### config.mk
export PLATFORM = sky130hd
export DESIGN_NAME = rsi_wmul
export DESIGN_NICKNAME = d
export VERILOG_FILES = /design/src/rtl/rsi_pkg.sv /design/src/rtl/rsi_wmul.sv
export SDC_FILE = /design/constraint.sdc
export NUM_CORES = 2
export LEC_CHECK = 0
export BUFFER_PORTS_ARGS = -buffer_cell sky130_fd_sc_hd__clkbuf_2
export CAP_MARGIN = 30
export CORE_MARGIN = 1.5
export CORE_UTILIZATION = 55
export DETAILED_ROUTE_END_ITERATION = 12
export GPL_ROUTABILITY_DRIVEN = 0
export PLACE_DENSITY_LB_ADDON = 0.2
export SLEW_MARGIN = 25
export SYNTH_ARGS = -nofsm -noshare
export SYNTH_HDL_FRONTEND = slang
export SYNTH_SLANG_ARGS = --single-unit
### constraint.sdc
create_clock -name clk_i -period 6.5 [get_ports clk_i]
set_input_delay 0.325 -clock clk_i [delete_from_list [all_inputs] [get_ports clk_i]]
set_output_delay 0.325 -clock clk_i [all_outputs]
set_load 0.005 [all_outputs]
### src/rtl/rsi_pkg.sv
// ----------------------------------------------------------------------------
// rsi_pkg
// shared constants and a width helper for the ray and sphere intersection core
// ----------------------------------------------------------------------------
`default_nettype none

package rsi_pkg;

  // sphere radius register, unsigned q8.8 mm
  localparam int unsigned RADIUS_W = 16;
  localparam logic [RADIUS_W-1:0] RADIUS_RESET = 16'd3072;

  // z coordinate reported on a miss, q15.8 mm (minus one mm)
  localparam int MISS_Z = -256;

  // low half width of a split operand
  function automatic int half_up(input int w);
    return (w + 1) / 2;
  endfunction

endpackage

`default_nettype wire

### src/rtl/rsi_wmul.sv
// ----------------------------------------------------------------------------
// rsi_wmul
// two stage unsigned multiplier, operands split in halves into four products
// ----------------------------------------------------------------------------
`default_nettype none

module rsi_wmul #(
  parameter int A_W = 32,
  parameter int B_W = 32
) (
  input  logic               clk_i,
  input  logic               en_i,
  input  logic [A_W-1:0]     a_i,
  input  logic [B_W-1:0]     b_i,
  output logic [A_W+B_W-1:0] p_o
);

  localparam int AL  = rsi_pkg::half_up(A_W);
  localparam int AH  = A_W - AL;
  localparam int BL  = rsi_pkg::half_up(B_W);
  localparam int BH  = B_W - BL;
  localparam int P_W = A_W + B_W;

  logic [AL+BL-1:0] pp00_q;
  logic [AL+BH-1:0] pp01_q;
  logic [AH+BL-1:0] pp10_q;
  logic [AH+BH-1:0] pp11_q;
  logic [P_W-1:0]   p_q;

  always_ff @(posedge clk_i) begin
    if (en_i) begin
      pp00_q <= a_i[AL-1:0] * b_i[BL-1:0];
      pp01_q <= a_i[AL-1:0] * b_i[B_W-1:BL];
      pp10_q <= a_i[A_W-1:AL] * b_i[BL-1:0];
      pp11_q <= a_i[A_W-1:AL] * b_i[B_W-1:BL];
      p_q    <= (P_W'(pp11_q) << (AL + BL)) + (P_W'(pp01_q) << BL)
              + (P_W'(pp10_q) << AL) + P_W'(pp00_q);
    end
  end

  assign p_o = p_q;

endmodule

`default_nettype wire

# [Word-level counts from Yosys, hierarchy flattened]
# Cells that the tools add are included.
[classes] add_sub_neg=3 n_mul=4
[ops] cell="$add A64 B48 Y64" n=2
[ops] cell="$mul A16 B16 Y32" n=4
[ops] cell="$add A64 B32 Y64" n=1
[totals] reg_bits=192 inputBits=66 out_inout_bits=64 wordCells=12

# [Logic depth before layout (Yosys ltp)]
[depth] depth_word=3 ltp_mapped=23 mapped_depth_nobuf=22

# [Worst setup path before layout]
# No wires, ideal clock.
[synth_timing] path_type="input-to-reg" start="input port a_i[23]" end="register pp10_q[29], data pin" setup_ns=0.265 arrival_ns=5.804 required_ns=6.235 path_slack_ns=0.431 cell_stages=21 path_buffers=1 cell_sequence="clkbuf_1 > nand2_1 > fa_1 > inv_1 > fa_1 > inv_1 > fa_1 > inv_1 > fa_1 > fa_1 > inv_1 > fa_1 > inv_1 > ha_1 > and3_1 > and3_1 > or4b_1 > a31o_2 > a32oi_1 > o21ai_0 > xor2_1"
[synth_between] elab_chain_len=1
[synth_lines] element="start: declaration" line_no="rsi_wmul.sv:13" source="input logic [A_W-1:0] a_i,"
[synth_lines] element="$mul A16 B16 Y32" line_no="rsi_wmul.sv:34" source="pp10_q <= a_i[A_W-1:AL] * b_i[BL-1:0];"
[synth_lines] element="end signal: assignment" line_no="rsi_wmul.sv:34"
[synth_lines] element="end: declaration" line_no="rsi_wmul.sv:26" source="logic [AH+BL-1:0] pp10_q;"
# No other way between the ends.
# A chain may end at the register's enable or synchronous reset.

# [Final worst setup path]
[layout_timing] start="input port b_i[4]" end="register pp10_q[24], data pin"
[layout_between] elab_chain_len=1
[layout_lines] element="start: declaration" line_no="rsi_wmul.sv:14" source="input logic [B_W-1:0] b_i,"
[layout_lines] element="$mul A16 B16 Y32" line_no="rsi_wmul.sv:34"
# No other way between the ends.

==> impl_metrics.py <==
metrics = {
    "status": {
        "status": "finished clean",
    },
    "cells_and_area": {
        "syn_to_final_growth_pct": 8.76,
        "layout.nets": 5981,
        "layout_common_cells": "inv_1, fa_1, nand2_1, and2_1, ha_1",
        "layout_commonest_cell": "inv_1",
        "diodes": 0,
        "drive_above_1_share_pct": 8.71,
    },
    "clock_tree": {
        "h-tree-depth": 4,
        "cts-buffers-inserted": 17,
        "cts_root_buffer": "clkbuf_16",
        "cts_setup_buffers": 0,
        "clock_latency_ns": 0.50,
        "ctsResizeCount": 0,
        "cts_tree": "built",
        "cts.path.max_buffers": 2,
        "holdBufCountCts": 0,
        "numClockSinks": 192,
        "clk_pin_slew_ns": 0.11,
    },
    "grt": {
        "grtUsageTotal_pct": 30.2,
        "antenna_found_initial": 8,
        "grt_remaining_overflow": 0,
        "grt_max_degree": 141,
        "grt_pass1_wl_um": 180000,
        "grt_pass1_vias": 33100,
    },
    "worst_hold_path": {
        "hp-class": "register to register",
        "hp-start": "pp00_q[13]",
    },
    "logic_synthesis": {
        "synth-edff-count": 192,
        "ys_seq_area_share_pct": 13.6,
        "ys_types": 67,
        "syn_area_sq_mm": 0.0424,
        "syn-num-nets": 5802,
        "yosys_warnings": 0,
        "synth_ff_type": "edfxtp_1",
        "synthArstFlopShare_pct": 0,
        "syn_area_per_cell_sq_um": 9.46,
        "syn-instance-count": 4479,
        "ys_seq_elements": 192,
    },
    "critical_path": {
        "cp-end-kind": "register",
        "r2r_start": "pp00_q[17]",
        "crit_fanout": 13,
        "arrival_ns": 6.43,
        "worstPathRequired_ns": 6.75,
        "crit_type": "input pin to register",
        "startpoint": "b_i[4]",
        "startpoint_type": "input pin",
    },
    "route": {
        "vias_per_cell": 5.41,
        "finalWirelength_um": 112000,
        "drtIter0Drc": 1862,
        "wl_per_cell_um": 19.6,
        "num_vias": 30800,
        "routed.top_layer": "met5",
        "drc": 0,
        "m1WireLength_um": 45100,
        "dr_wl_met3_um": 10900,
        "antenna_left": 0,
        "drtPass1Iterations": 7,
        "route.met2.wl_um": 51200,
    },
    "place": {
        "portBuffers": 129,
        "place_hpwl_um": 93600,
        "pre_cts_slack_ns": -0.128,
    },
    "timing": {
        "fin_crit_sh_pct": 95.1,
        "setup_viol": 0,
        "slew_violations": 0,
        "fin_ws_ns": 0.318,
        "fin_skew_ns": 0.0334,
        "period_minus_slack_ns": 6.18,
        "slew-limit-headroom_pct": 36.2,
        "finalHoldWorstSlack_ns": 0.423,
        "maxClockFrequency_ghz": 0.162,
        "hold_violations": 0,
        "rsz0062_at_grt": "false",
        "worst_pin_slew_ns": 0.951,
    },
    "die": {
        "die_w_um": 281,
        "die_y_um": 281,
        "core_area_sq_mm": 0.0761,
        "io_pins": 130,
        "start_util_pct": 55.7,
        "dieArea_sq_mm": 0.0787,
        "core.rowCount": 101,
    },
    "run": {
        "maxCapViolations": 0,
    },
}
state kept, by name, indices dropped and copies added (netlist names):
name	flops
p_o	64
pp00_q	32
pp01_q	32
pp10_q	32
pp11_q	32
synthesized netlist by cell type, types with 9 or more instances:
cell,n,area [sq um]
a21o_1,64,480
inv_1,949,3560
xnor2_1,93,815
o31ai_1,11,82.6
and3_1,11,68.8
a21oi_1,129,646
o21ai_0,60,300
edfxtp_1,192,5770
ha_1,448,5610
nand3_1,32,160
o21a_1,21,158
and2_1,481,3010
nand2b_1,19,119
a211oi_1,19,143
xor2_1,58,508
nand4_1,12,75.1
o211ai_1,10,75.1
nor3_1,25,125
nand2_1,627,2350
a31oi_1,9,56.3
clkbuf_1,196,736
o21bai_1,17,128
nor2_1,78,293
fa_1,809,16200
through the flow:
stage	instance area [sq um]	util, %	TNS (ns)	instances
2_1_floorplan	42400	-	0	4479
3_5_place_dp	45500	59.7	-0.405	5669
5_1_grt	46100	60.6	0	5701
3_3_place_gp	45500	59.7	0	5669
4_1_cts	46100	60.6	0	5701
6_report	46100	60.6	0	5701
per-layer routing:
metal	vias to the layer above	GRT usage, %
li1	14000	-
met5	-	0
met4	6	11.5
met1	15500	38.0
met2	1016	48.4
met3	234	9.88
worst max-delay path, cell delays in order:
cell and delay (ns):
clkbuf_2 0.27, and2_1 0.28, fa_1 0.53, inv_1 0.05
fa_1 0.45, fa_1 0.53, fa_1 0.57, inv_1 0.05
fa_1 0.47, inv_1 0.05, fa_1 0.47, inv_1 0.04
ha_1 0.33, a211o_1 0.31, a2111oi_0 0.57, o21ai_1 0.28
a211oi_2 0.29, buf_4 0.17, o21a_1 0.12, o21ai_0 0.10
xor2_1 0.17
worst paths after layout:
check,end,slack (ns),cells past startpoint
setup / recovery,pp10_q[24],0.32,21
hold / removal,p_o[13],0.42,0
setup reg to reg,p_o[59],2.39,12
hold reg to reg,p_o[13],0.42,0
cell families (layout without fill, tap and decap cells):
| group | Yosys count | in the layout | share of synthesized area, % |
|---|---|---|---|
| AND/OR/NAND/NOR | 1327 | 1327 | 15.4 |
| adder cells (fa/ha/maj) | 1257 | 1257 | 51.5 |
| buffers and inverters | 1149 | 1341 | 10.2 |
| AO/OA/AOI/OAI | 402 | 402 | 6.22 |
| flip-flops | 192 | 192 | 13.6 |
| XOR/XNOR | 151 | 151 | 3.12 |
| multiplexers | 1 | 1 | 0.0236 |
cell type report:
cell class | count | area, sq um
clock buffer | 17 | 425
tap | 1030 | 1290
clock inverter | 15 | 186
inverter | 949 | 3560
sequential | 192 | 5770
multi-input combinational | 3138 | 32300
timing repair buffer | 360 | 2560
fill | 6618 | 30000
Power is not shown: default switching activity piles up to over one toggle a cycle in this logic, so the estimate is an artifact.
