--- src/rtl/rsi_div.sv ---
// ----------------------------------------------------------------------------
// rsi_div
// pipelined restoring divider, one quotient bit per stage
// ----------------------------------------------------------------------------
`default_nettype none

module rsi_div #(
  parameter int N_W = 32,
  parameter int D_W = 16
) (
  input  logic           clk_i,
  input  logic           en_i,
  input  logic [N_W-1:0] num_i,
  input  logic [D_W-1:0] den_i,
  output logic [N_W-1:0] quo_o
);

  // word holds remaining dividend bits on top, quotient bits shifting in below
  logic [N_W-1:0] word_q [N_W];
  logic [D_W-1:0] rem_q  [N_W];
  logic [D_W-1:0] den_q  [N_W];
  logic [N_W-1:0] word_d [N_W];
  logic [D_W-1:0] rem_d  [N_W];
  logic [D_W-1:0] den_s  [N_W];
  logic [N_W-1:0] word_s [N_W];
  logic [D_W-1:0] rem_s  [N_W];
  logic [D_W:0]   trial  [N_W];
  logic           ge     [N_W];

  always_comb begin
    for (int j = 0; j < N_W; j++) begin
      word_s[j] = (j == 0) ? num_i : word_q[(j == 0) ? 0 : j - 1];
      rem_s[j]  = (j == 0) ? '0 : rem_q[(j == 0) ? 0 : j - 1];
      den_s[j]  = (j == 0) ? den_i : den_q[(j == 0) ? 0 : j - 1];
      trial[j]  = {rem_s[j], word_s[j][N_W-1]};
      ge[j]     = trial[j] >= {1'b0, den_s[j]};
      rem_d[j]  = ge[j] ? D_W'(trial[j] - {1'b0, den_s[j]}) : trial[j][D_W-1:0];
      word_d[j] = {word_s[j][N_W-2:0], ge[j]};
    end
  end

  always_ff @(posedge clk_i) begin
    if (en_i) begin
      for (int j = 0; j < N_W; j++) begin
        word_q[j] <= word_d[j];
        rem_q[j]  <= rem_d[j];
        den_q[j]  <= den_s[j];
      end
    end
  end

  assign quo_o = word_q[N_W-1];

endmodule

`default_nettype wire

--- config.mk ---
export PLATFORM = sky130hd
export DESIGN_NAME = rsi_div
export DESIGN_NICKNAME = d
export VERILOG_FILES = /design/src/rtl/rsi_div.sv
export SDC_FILE = /design/constraint.sdc
export NUM_CORES = 2
export LEC_CHECK = 0
export BUFFER_PORTS_ARGS = -buffer_cell sky130_fd_sc_hd__buf_4
export CAP_MARGIN = 25
export CORE_MARGIN = 2
export CORE_UTILIZATION = 45
export DETAILED_ROUTE_END_ITERATION = 8
export GPL_TIMING_DRIVEN = 0
export PLACE_DENSITY = 0.68
export SLEW_MARGIN = 20
export SYNTH_ARGS = -nofsm -noshare
export SYNTH_HDL_FRONTEND = slang
export SYNTH_SLANG_ARGS = --single-unit
--- constraint.sdc ---
create_clock -name clk_i -period 5.2 [get_ports clk_i]
set_input_delay 1.04 -clock clk_i [delete_from_list [all_inputs] [get_ports clk_i]]
set_output_delay 1.04 -clock clk_i [all_outputs]
set_load 0.02 [all_outputs]
Yosys cells after proc, flatten, opt, wreduce, memory -nomap -nowiden

Memories as Yosys holds them, arrays and structs flattened.
Cells that the tools add are included.

Register bits after elaboration: 0
Bits in writable memories: 2048
Bits of input ports: 50
Logic and storage cells: 101
Memories: 3

Add/sub/neg operators: 32
Magnitude comparators: 32
Multiplexer cells: 34

Memories:

| memory | words | bits a word | read ports | clocked after Yosys merged registers in | write ports | RTL line | source |
|---|---|---|---|---|---|---|---|
| word_q | 32    | 32          | 32         | 0                                       | 32          | 19       | `logic [N_W-1:0] word_q [N_W];` |
| den_q  | 32    | 16          | 31         | 0                                       | 32          | 21       | `logic [D_W-1:0] den_q [N_W];` |
| rem_q  | 32    | 16          | 31         | 0                                       | 32          | 20       | `logic [D_W-1:0] rem_q [N_W];` |

Operators by type and width:

| operator                                                       | count |
|---|---|
| 17-bit by 16-bit greater-or-equal comparator with 1-bit output | 31 |
| 16-bit 2-to-1 mux                                              | 32 |
| 16-bit subtractor                                              | 31 |
| 1-bit by 16-bit greater-or-equal comparator with 1-bit output  | 1 |
| 1-bit by 16-bit subtractor with 16-bit output                  | 1 |
| 1-bit 2-to-1 mux                                               | 2 |

Logic depth before layout (Yosys ltp)

An unclocked memory read counts as a cell.

Word-level depth: 3
Gate-level depth with buffers: 12

Least setup slack after synthesis

No wires, ideal clock.

Path kind: reg-to-reg
Start: mem den_q[10][1], in the netlist den_q[0][161]
End: mem rem_q[11][8], in the netlist rem_q[0][184] (data pin)
Setup time: 262 ps
Data arrival time: 2780 ps
Setup slack: 2158 ps
Stages on the path, launching flop included: 12
Path buffers: 1
Clock period less this slack: 3042 ps
Cell sequence: edfxtp_1 > inv_1 > ha_1 > nor2b_1 > o2111a_1 > nor3_2 > nor2_1 > a41oi_1 > o21ai_1 > a2111oi_4 > buf_6 > mux2_1

RTL lines:

| element     | RTL line |
|---|---|
| from (decl) | 21 |
| to (decl)   | 20 |

==> flow_summary_export.csv <==
group,metric,value,unit
power_and_ir_drop,p_leak,38.45,nW
logic_synthesis,netlist_area,89900,um2
clocking,cts_tree,"yes",
floorplan,design.core.area,199200,um2
grt,grt.total_usage,15.48,%
floorplan,dieArea,203400,um2
worst_setup_path,crit_type,"flip-flop to flip-flop",
worst_setup_path,required,5.78,ns
timing,worst_pin_slew,1.083,ns
logic_synthesis,synth_edf_count,2016,
min_path,min_delay_path_depth,1,
power_and_ir_drop,switchingPower,18.40,mW
min_path,hold_end,"word_q[0][31]$_DFFE_PP_",
grt,grt_max_degree,167,
timing,clock_skew,0.03828,ns
grt,antenna_found_initial,1,
grt,grt_pass1_wl,255300,um
place,gp_congestion,0.8956,
finish,syn_to_final_growth,12.51,%
place,dp_hpwl,108600,um
logic_synthesis,synth.top_cell.area_share,67.34,%
timing,rsz0062_at_grt,"no",
power_and_ir_drop,seqPwrFrac,40.4,%
drt,viasPerCell,5.198,
timing,report.final.slew_viol_count,0,
job,drv_cap,0,
logic_synthesis,yosysWarnings,0,
power_and_ir_drop,p_int,39.94,mW
worst_setup_path,end_kind,"flip-flop",
drt,postRouteAntennaNets,0,
timing,hold_violations,0,
drt,drt-pass1-iter-count,6,
timing,period_share,76.54,%
logic_synthesis,seq_area_frac_synth,67.34,%
timing,setup_viol,0,
floorplan,start_util,45.12,%
logic_synthesis,syn_area_per_cell,14.53,um2
worst_setup_path,cp.arrival,4.56,ns
logic_synthesis,ys_seq_elements,2016,
finish,utilization,50.76,%
power_and_ir_drop,pwr-share-clk,25.4,%
clocking,clock_path_buffers,3,
power_and_ir_drop,powerDensity,576.8,nW/um2
clocking,root_buffer,"clkbuf_16",
drt,drc,0,
logic_synthesis,synth-main-ff-cell,"edfxtp_1",
worst_setup_path,rr_worst_depth,11,
finish,fill_cells,16630,
logic_synthesis,synth_nets,6766,
min_path,min_path_type,"input pin to flip-flop",
clocking,clkLatencyLatePin,0.84,ns
worst_setup_path,worstReg2RegEnd,"rem_q[0][184]$_DFFE_PP_",
clocking,cts_sinks,2016,
worst_setup_path,worstReg2RegStart,"den_q[0][161]$_DFFE_PP_",
clocking,hold_buffers,0,
clocking,cts-buffers-inserted,213,
logic_synthesis,synth_area_leaders,"edfxtp_1 (67%), ha_1 (6.9%), mux2_2 (3.4%), inv_1 (2.6%), xnor2_1 (2.1%)",
drt,vias,48480,
grt,grt_overflow,0,
status,status,"finished clean",
clocking,htree_levels,4,
floorplan,num_io_pins,82,
grt,first_global_vias,48780,
logic_synthesis,synth_top_area_cell,"edfxtp_1",
drt,drtIter0Drc,3600,
timing,max_freq,251.3,MHz
worst_setup_path,critPathLaunchType,"flip-flop",
drt,wl,158200,um
logic_synthesis,syn_inst,6188,
power_and_ir_drop,switching_share,31.53,%
logic_synthesis,yosys.cell_count.top_type,"edfxtp_1",
place,portBuffers,81,
timing,slew_headroom,27.59,%
floorplan,die_x,451.0,um
worst_setup_path,worstPathMaxFanout,10,
finish,drive_gt1_share,11.66,%
clocking,cts_setup_buffers,0,
clocking,clk_pin_slew,0.06,ns
clocking,ctsResizeCount,0,
logic_synthesis,synth_common_cells,"edfxtp_1 (2016), inv_1 (630), ha_1 (498)",
drt,wl_per_cell,16.96,um
timing,fin_tns_setup,0,ns
worst_setup_path,ff2ff_setup_slack,1.22,ns
floorplan,std_cell_rows,164,
timing,timing.hold.ws,0.3745,ns
logic_synthesis,async_flop_share,0,%
logic_synthesis,synth_cell_type_count,92,
timing,fin_crit,3.980,ns
finish,nets,7076,
power_and_ir_drop,ir_drop,0.0004050,V
power_and_ir_drop,combPwrFrac,34.2,%
min_path,worstHoldStart,"num_i[30]",
floorplan,die_h,451.0,um
## registers in the layout, summed over array words and instances, names as in the netlist
name and count:
word_q 1024, den_q 496, rem_q 496
## metrics by stage
stage,setup WS [ns],power (mW),instances,area (um2)
6_report,1.220,58.34,9328,101100
5_1_grt,1.027,62.07,9328,101100
4_1_cts,1.220,58.93,9327,101100
3_5_place_dp,0.8140,43.71,8939,94230
3_3_place_gp,-14.84,43.77,8925,93830
2_1_floorplan,2.158,38.68,6188,89900
## power by group through the flow
stage | logic, mW | clock network [mW] | registers (mW)
2_1_floorplan | 15.4 | 0 | 23.2
3_3_place_gp | 19.3 | 0 | 24.4
3_5_place_dp | 19.8 | 0 | 23.9
4_1_cts | 19.9 | 15.4 | 23.6
5_1_grt | 22.2 | 16.0 | 23.9
6_report | 20.0 | 14.8 | 23.6
## layout make-up
cell class / count / area (um2) / share of cell area [%]
antenna: 1 / 2.502 / 0.002474
clock inverter: 133 / 1400 / 1.384
tap: 2656 / 3323 / 3.286
sequential: 2016 / 60540 / 59.85
timing repair buffer: 95 / 1013 / 1.002
buffer: 58 / 319.1 / 0.3154
clock buffer: 255 / 5509 / 5.447
inverter: 631 / 2369 / 2.342
multi-input combinational: 3483 / 26670 / 26.37
## metal layers
layer	routed length (um)	global-route usage, %	share of wire (%)	up-vias
met1	69680	19.90	44	23520
met3	6177	2.737	3.9	296
met2	78150	26.51	49	801
met5	0	0	0	-
met4	4195	5.090	2.7	0
li1	-	-	-	23870
## worst max-delay path, stage by stage (launching register included)
cell	delay, ns
edfxtp_1	0.42
inv_1	0.06
ha_1	0.30
nor2b_1	0.15
o2111a_1	0.26
nor3_2	0.33
nor2_1	0.19
a41oi_1	0.45
o21ai_1	0.20
a2111oi_4	0.76
buf_6	0.26
mux2_1	0.35
## worst max path at each step
stage,startpoint,end,slack (ns),cells past startpoint
detailed placement,en_i,word_q[1][329]$_DFFE_PP_,0.81,5
floorplan,den_q[0][161]$_DFFE_PP_,rem_q[0][184]$_DFFE_PP_,2.16,11
global placement,en_i,word_q[1][495]$_DFFE_PP_,-14.84,1
finish,den_q[0][161]$_DFFE_PP_,rem_q[0][184]$_DFFE_PP_,1.22,11
global route,den_q[0][33]$_DFFE_PP_,word_q[0][96]$_DFFE_PP_,1.03,11
CTS,den_q[0][161]$_DFFE_PP_,rem_q[0][184]$_DFFE_PP_,1.22,11
## logic make-up after synthesis
| group | share of synthesized area, % |
|---|---|
| adders and majority gates | 7.599 |
| buffers and inverters | 2.990 |
| and+or+nand+nor | 6.110 |
| muxes | 4.458 |
| xor gates and xnor gates | 3.079 |
| DFF | 67.34 |
| AOI/OAI and AO/OA | 8.423 |
## cells in the final DEF (no fill, tap or decap), types with 94 or more instances in the layout
master        n
edfxtp_1   2016
inv_1       630
ha_1        498
nor2_1      339
a21oi_1     332
mux2_2      269
o21ai_0     242
nand2_1     224
xnor2_1     215
clkbuf_16   214
nor3_1      108
o21a_1      101
a21o_1      101
xor2_1      101
nor2b_1      94
Note: power is estimated with default switching activity, not from simulation.
